### config.mk
export PLATFORM = sky130hd
export DESIGN_NAME = attention_tile_pack_address_gen
export DESIGN_NICKNAME = d
export VERILOG_FILES = /design/src/atpag_pkg.sv /design/src/attention_tile_pack_address_gen.sv
export SDC_FILE = /design/constraint.sdc
export NUM_CORES = 1
export LEC_CHECK = 0
export BUFFER_PORTS_ARGS = -buffer_cell sky130_fd_sc_hd__buf_2
export CAP_MARGIN = 20
export CORE_UTILIZATION = 41
export CTS_CLUSTER_DIAMETER = 150
export CTS_CLUSTER_SIZE = 25
export DETAILED_ROUTE_END_ITERATION = 7
export PLACE_DENSITY_LB_ADDON = 0.08
export SYNTH_ARGS = -nofsm -noshare
export SYNTH_HDL_FRONTEND = slang
export SYNTH_SLANG_ARGS = --single-unit
### constraint.sdc
create_clock -name clk -period 8.8 [get_ports clk]
set_clock_uncertainty 0.2 [all_clocks]
set_input_delay 1.76 -clock clk [delete_from_list [all_inputs] [get_ports clk]]
set_output_delay 1.76 -clock clk [all_outputs]
set_load 0.02 [all_outputs]
### src/atpag_pkg.sv
// Package with the constants, codes and lane swizzle of the attention tile pack address generator.
package atpag_pkg;

    // Head geometry and row field size.
    localparam int HEAD_DIM        = 72;
    localparam int PADDED_HEAD_DIM = 80;
    localparam int KEY_BLOCK_ROWS  = 16;
    localparam int ROW_FIELD_BITS  = 10;

    // Number of 16-column panels in the padded head and of 16-row key groups.
    localparam int PANELS  = PADDED_HEAD_DIM / 16;
    localparam int KGROUPS = KEY_BLOCK_ROWS / 16;

    // Bits of a row start register that are kept.
    localparam logic [9:0] ROW_MASK = (ROW_FIELD_BITS >= 10) ? 10'h3FF
                                    : 10'((1 << ROW_FIELD_BITS) - 1);

    // Port widths.
    localparam int CFG_INDEX_W = 3;
    localparam int CFG_DATA_W  = 11;

    typedef enum logic [1:0] {
        LAYOUT_QUERY = 2'd0,
        LAYOUT_KEY   = 2'd1,
        LAYOUT_VALUE = 2'd2
    } layout_t;

    typedef enum logic [CFG_INDEX_W-1:0] {
        REG_LAYOUT_KIND      = 3'd0,
        REG_SOURCE_ROWS      = 3'd1,
        REG_HEAD_START       = 3'd2,
        REG_SOURCE_ROW_START = 3'd3,
        REG_DEST_ROW_START   = 3'd4,
        REG_COPY_ROWS        = 3'd5,
        REG_DEST_ROWS        = 3'd6
    } cfg_reg_t;

    // Pair swizzle within a group of 16: pairs 0..3 interleave with pairs 4..7.
    function automatic logic [3:0] swizzle_lane(input logic [3:0] x);
        logic [2:0] pair;
        pair = x[3:1];
        return {pair[1:0], pair[2], x[0]};
    endfunction

endpackage

### src/attention_tile_pack_address_gen.sv
// Top level of the attention tile pack address generator.
//
// The block turns one element position (local_row, head_column) into a source
// read index, a destination write index, a zero-fill flag and a write enable
// for a relayout copy engine. A request is taken at every rising edge where
// start is high; busy is always low, so a new request may be issued in every
// cycle and the block sustains one address per clock. Each result is shown
// for exactly one cycle, marked by done; the receiver cannot stall, so it
// must take the result in that cycle. The request is registered first; from
// the request register all indices are formed with two small multipliers
// (column panel times source rows, and panel times destination rows)
// followed by an add, and registered as the result. When write_enable is
// low, source_index, dest_index and zero_fill are all zero; when zero_fill is
// high, source_index is zero. Configuration registers are written through
// cfg_write, cfg_index and cfg_data, and must only be written while no request
// is in flight; a write to an index outside the register list is ignored.
module attention_tile_pack_address_gen
    import atpag_pkg::*;
(
    input  logic                   clk,
    input  logic                   rst_n,

    input  logic                   cfg_write,
    input  logic [CFG_INDEX_W-1:0] cfg_index,
    input  logic [CFG_DATA_W-1:0]  cfg_data,

    input  logic                   start,
    output logic                   busy,
    input  logic [9:0]             local_row,
    input  logic [6:0]             head_column,

    output logic                   done,
    output logic [21:0]            source_index,
    output logic [17:0]            dest_index,
    output logic                   zero_fill,
    output logic                   write_enable
);

    // Configuration registers.
    logic [1:0]  layout_kind_reg;
    logic [10:0] source_rows_reg;
    logic [9:0]  head_start_reg;
    logic [9:0]  source_row_start_reg;
    logic [9:0]  dest_row_start_reg;
    logic [10:0] copy_rows_reg;
    logic [10:0] dest_rows_reg;

    // Request register.
    logic        req_valid_reg;
    logic [9:0]  local_row_reg;
    logic [6:0]  head_column_reg;

    // Result register.
    logic        done_reg;
    logic [21:0] source_index_reg;
    logic [17:0] dest_index_reg;
    logic        zero_fill_reg;
    logic        write_enable_reg;

    logic [21:0] source_index_next;
    logic [17:0] dest_index_next;
    logic        zero_fill_next;
    logic        write_enable_next;

    // Intermediate address terms.
    logic [10:0] col_sum;
    logic [10:0] src_row_sum;
    logic [10:0] dst_row_sum;
    logic [2:0]  panel;
    logic [3:0]  col_in;
    logic [6:0]  dst_group;
    logic [17:0] src_prod;
    logic [21:0] src_addr;
    logic [13:0] query_prod;
    logic [17:0] query_addr;
    logic [9:0]  key_block;
    logic [17:0] key_addr;
    logic [9:0]  value_block;
    logic [17:0] value_addr;
    logic        group_past_head;
    logic        col_past_head;
    logic        base_we;

    assign busy = 1'b0;

    // Configuration writes.
    always_ff @(posedge clk or negedge rst_n)
    begin
        if (!rst_n)
        begin
            layout_kind_reg      <= '0;
            source_rows_reg      <= '0;
            head_start_reg       <= '0;
            source_row_start_reg <= '0;
            dest_row_start_reg   <= '0;
            copy_rows_reg        <= '0;
            dest_rows_reg        <= '0;
        end
        else if (cfg_write)
        begin
            unique case (cfg_reg_t'(cfg_index))
                REG_LAYOUT_KIND:      layout_kind_reg      <= cfg_data[1:0];
                REG_SOURCE_ROWS:      source_rows_reg      <= cfg_data;
                REG_HEAD_START:       head_start_reg       <= cfg_data[9:0];
                REG_SOURCE_ROW_START: source_row_start_reg <= cfg_data[9:0] & ROW_MASK;
                REG_DEST_ROW_START:   dest_row_start_reg   <= cfg_data[9:0] & ROW_MASK;
                REG_COPY_ROWS:        copy_rows_reg        <= cfg_data;
                REG_DEST_ROWS:        dest_rows_reg        <= cfg_data;
                default:
                begin
                end
            endcase
        end
    end

    // Request register: a new request is taken in every cycle.
    always_ff @(posedge clk or negedge rst_n)
    begin
        if (!rst_n)
        begin
            req_valid_reg <= 1'b0;
        end
        else
        begin
            req_valid_reg <= start && !busy;
        end
    end

    always_ff @(posedge clk)
    begin
        if (start && !busy)
        begin
            local_row_reg   <= local_row;
            head_column_reg <= head_column;
        end
    end

    // Address terms: those shared by all layouts, and each layout's address.
    always_comb
    begin
        col_sum     = {1'b0, head_start_reg} + {4'b0, head_column_reg};
        src_row_sum = {1'b0, source_row_start_reg} + {1'b0, local_row_reg};
        dst_row_sum = {1'b0, dest_row_start_reg} + {1'b0, local_row_reg};
        panel       = head_column_reg[6:4];
        col_in      = head_column_reg[3:0];
        dst_group   = dst_row_sum[10:4];

        // Source: 16-column panels, each source_rows tall.
        src_prod = 18'(col_sum[10:4]) * 18'(source_rows_reg);
        src_addr = {src_prod, 4'b0} + {7'b0, src_row_sum, 4'b0} + 22'(col_sum[3:0]);

        // Query: row-major 16-wide panels, dest_rows tall.
        query_prod = 14'(panel) * 14'(dest_rows_reg);
        query_addr = {query_prod, 4'b0} + {3'b0, dst_row_sum, 4'b0} + 18'(col_in);

        // Key: one 256-element block per row group and column panel, rows swizzled.
        // Only the low ten bits of the block number reach the 18-bit index.
        key_block = 10'(dst_group) * 10'(PANELS) + 10'(panel);
        key_addr  = {key_block, 8'b0} + {10'b0, swizzle_lane(dst_row_sum[3:0]), 4'b0}
                  + 18'(col_in);

        // Value: one block per column panel and key group, columns swizzled.
        value_block = 10'(panel) * 10'(KGROUPS) + 10'(dst_group);
        value_addr  = {value_block, 8'b0} + {10'b0, swizzle_lane(col_in), 4'b0}
                    + 18'(dst_row_sum[3:0]);

        // Query and key pad in aligned groups of four columns; value per column.
        group_past_head = !(({2'b0, head_column_reg[6:2], 2'b0} + 9'd3) < 9'(HEAD_DIM));
        col_past_head   = !({2'b0, head_column_reg} < 9'(HEAD_DIM));

        base_we = ({1'b0, local_row_reg} < copy_rows_reg) && (5'(panel) < 5'(PANELS));
    end

    // Layout selection and masking of unwritten elements.
    always_comb
    begin
        write_enable_next = base_we;
        zero_fill_next    = 1'b0;
        dest_index_next   = '0;

        unique case (layout_t'(layout_kind_reg))
            LAYOUT_QUERY:
            begin
                zero_fill_next  = group_past_head;
                dest_index_next = query_addr;
            end
            LAYOUT_KEY:
            begin
                // Rows past the key block are not written.
                write_enable_next = base_we && (dst_group < 7'(KGROUPS));
                zero_fill_next    = group_past_head;
                dest_index_next   = key_addr;
            end
            LAYOUT_VALUE:
            begin
                zero_fill_next  = col_past_head;
                dest_index_next = value_addr;
            end
            default:
            begin
                write_enable_next = 1'b0;
            end
        endcase

        source_index_next = (zero_fill_next || !write_enable_next) ? '0 : src_addr;
        if (!write_enable_next)
        begin
            zero_fill_next  = 1'b0;
            dest_index_next = '0;
        end
    end

    // Result register: each result is shown for one cycle.
    always_ff @(posedge clk or negedge rst_n)
    begin
        if (!rst_n)
        begin
            done_reg <= 1'b0;
        end
        else
        begin
            done_reg <= req_valid_reg;
        end
    end

    always_ff @(posedge clk)
    begin
        if (req_valid_reg)
        begin
            source_index_reg <= source_index_next;
            dest_index_reg   <= dest_index_next;
            zero_fill_reg    <= zero_fill_next;
            write_enable_reg <= write_enable_next;
        end
    end

    assign done         = done_reg;
    assign source_index = source_index_reg;
    assign dest_index   = dest_index_reg;
    assign zero_fill    = zero_fill_reg;
    assign write_enable = write_enable_reg;

    // Every request yields exactly one result, through the request and result registers.
    assert property (@(posedge clk) disable iff (!rst_n)
        start && !busy |=> ##1 done)
        else $error("request did not produce a result two cycles later");

    assert property (@(posedge clk) disable iff (!rst_n)
        done |-> $past(req_valid_reg))
        else $error("result strobe without a registered request");

    // An element that is not written carries no addresses and no fill flag.
    assert property (@(posedge clk) disable iff (!rst_n)
        done && !write_enable |-> source_index == '0 && dest_index == '0 && !zero_fill)
        else $error("unwritten element carries nonzero fields");

    // A zero-filled element never reads the source.
    assert property (@(posedge clk) disable iff (!rst_n)
        done && zero_fill |-> source_index == '0 && write_enable)
        else $error("zero-filled element has a source index");

endmodule

==> flow_metrics.py <==
metrics = {
    "global_routing": {
        "grt_first_pass_wirelength_um": 44700,
        "track_usage_pct": 20.4,
        "grt_max_degree": 68,
        "gr-total-overflow": 0,
        "grt_pass1_vias": 8353,
        "grt_antenna_before_repair": 0,
    },
    "finish": {
        "finalNetCount": 1471,
        "layout-drive-gt1-share_pct": 16.8,
        "antenna_cells": 0,
        "syn2layout_area_growth_pct": 13.4,
        "largest_reg_flops": 22,
    },
    "place": {
        "port_buffers": 77,
        "place_congestion": 0.804,
        "place_hpwl_um": 21200,
    },
    "sta": {
        "fin_crit_ps": 8150,
        "drv_slew": 0,
        "rsz0062_at_grt": "false",
        "setup_viol": 0,
        "worst_pin_slew_ps": 972,
        "finalCritPeriodShare_pct": 92.6,
        "fmax_ghz": 0.123,
        "finalHoldViolCount": 0,
        "slew_headroom_pct": 34.8,
        "tns_ps": 0,
    },
    "floorplan": {
        "core_area_um2": 27100,
        "start_util_pct": 42.1,
        "pin_count": 79,
        "die_h_um": 169,
        "rows": 60,
        "die-area_um2": 28500,
        "dieWidth_um": 169,
    },
    "cts": {
        "cts_root_buf": "clkbuf_16",
        "cts_tree": "yes",
        "cts_buffers": 17,
        "path_clk_slew_ps": 70,
        "cts_buffer_depth": 2,
        "cts_setup_buffers": 0,
        "clock_sinks": 126,
        "h-tree-depth": 4,
        "worstSkewPairLatency_ps": 430,
    },
    "synth": {
        "synth_flop_cell": "dfrtp_1",
        "yosys.area.top_type_share_pct": 15.5,
        "synthTopCellsByCount": "inv_1 (131), ha_1 (129), nand2_1 (97), nor2_1 (77), mux2_2 (68)",
        "synth_seq_cells": 126,
        "synthTopCellsByArea": "edfxtp_1 (16%), dfrtp_1 (15%), ha_1 (14%)",
        "yosysSeqAreaShare_pct": 30.2,
        "yosysUniqueCellTypes": 67,
        "synth_area_um2": 11400,
        "yosysWarnings": 0,
        "post-synth-top-area-cell": "edfxtp_1",
        "syn_nets": 1390,
        "postSynthAreaPerCell_um2": 9.79,
        "async_flop_share_pct": 53.2,
        "yosysMostFrequentCell": "inv_1",
        "synth_edf_count": 59,
        "synth_cells": 1165,
    },
    "status": {
        "status": "complete, no violations",
    },
    "min_path": {
        "min_path_type": "reg -> reg",
    },
    "setup_path": {
        "startpoint_type": "flip-flop",
        "cp.required_ps": 8780,
        "cp_max_fo": 11,
        "end_kind": "flip-flop",
        "worstSetupPathType": "reg -> reg",
        "arrival_ps": 8130,
    },
    "detailed_routing": {
        "routed_wl_um": 27300,
        "dr.first_iter.drc_count": 449,
        "vias": 8568,
        "wl_per_cell_um": 16.7,
        "viasPerCell": 5.25,
        "drt_first_pass_iters": 7,
        "postRouteAntennaNets": 0,
        "drcViolationCount": 0,
    },
    "run": {
        "cap_violations": 0,
    },
}
layer usage:
layer  wire, um  global-route usage (%)  vias to the layer above
li1           -                       -                     4190
met1      13800                    30.2                     4208
met2      12100                    31.4                      152
met3       1100                    2.69                       18
met4        255                    4.98                        0
met5          0                       0                        -
logic make-up (layout without fill, tap and decap cells):
group | after synthesis | in the layout | synth area share, %
adder cells (fa/ha/maj) | 190 | 190 | 24.9
AO/OA/AOI/OAI | 205 | 205 | 12.2
AND/OR/NAND/NOR | 335 | 335 | 14.4
flip-flops | 126 | 126 | 30.2
XOR/XNOR | 65 | 65 | 4.99
buffers and inverters | 163 | 257 | 5.45
other | 1 | 1 | 0.0329
multiplexers | 80 | 80 | 7.77
layout make-up:
type	instances	area, um^2
Fill cell	2632	14200
Multi-Input combinational cell	876	7340
Sequential cell	126	3450
Timing Repair Buffer	94	513
Inverter	131	492
Tap cell	372	465
Clock buffer	18	429
Clock inverter	14	231
metrics by stage:
step	hold WS [ps]	cell area, um^2	instances	util, %	setup WS [ps]
global placement	289	12300	1599	45.2	744
detailed placement	294	12300	1599	45.2	525
CTS	307	12900	1631	47.7	463
finish	308	12900	1631	47.7	648
global route	322	12900	1631	47.7	128
floorplan	279	11400	1165	-	1150
worst max-delay path, stage by stage, from the launching register on:
cell,delay (ps)
edfxtp_1,410
ha_1,230
fa_1,410
a21o_1,200
a21oi_1,330
o21bai_1,110
a21oi_1,230
nor2b_1,90
o2111a_1,370
and2_1,250
fa_1,510
fa_1,530
fa_1,540
inv_1,50
fa_1,520
inv_1,40
ha_1,210
or3_1,440
or2_2,320
o21ai_0,290
xnor2_1,120
ha_1,360
and3_1,180
o211ai_1,130
a311oi_2,380
nand4_1,150
xnor2_1,150
nor2b_1,120
cells in the final DEF (no fill, tap or decap), types with 19 or more instances in the layout:
cell type / count
xnor2_1: 43
edfxtp_1: 59
dfrtp_1: 66
mux2_2: 68
nor3_1: 21
fa_1: 61
nand2_1: 97
nand3_1: 23
and2_1: 37
nor2_1: 77
a21o_1: 19
nand2b_1: 25
inv_1: 131
ha_1: 129
a21oi_1: 54
xor2_1: 22
nor2b_1: 25
o21ai_0: 37
buf_2: 77
final timing paths:
check	startpoint	end	slack, ps	cells past startpoint
max	head_column_reg[0]	source_index[20]	650	27
min	copy_rows_reg[4]	copy_rows_reg[4]	310	1
max reg2reg	head_column_reg[0]	source_index[20]	650	27
min reg2reg	copy_rows_reg[4]	copy_rows_reg[4]	310	1
max in group asynchronous	rst_n	req_valid_reg	6470	2
min in group asynchronous	rst_n	dest_row_start_reg[0]	1330	2
what timing repair did:
action                                  CTS  global route
endpoints found under the setup margin    0             1
gates resized for setup                   0             1
hold buffers                              0             0
Power is not shown: default switching activity piles up to over one toggle a cycle in this logic, so the estimate is an artifact.
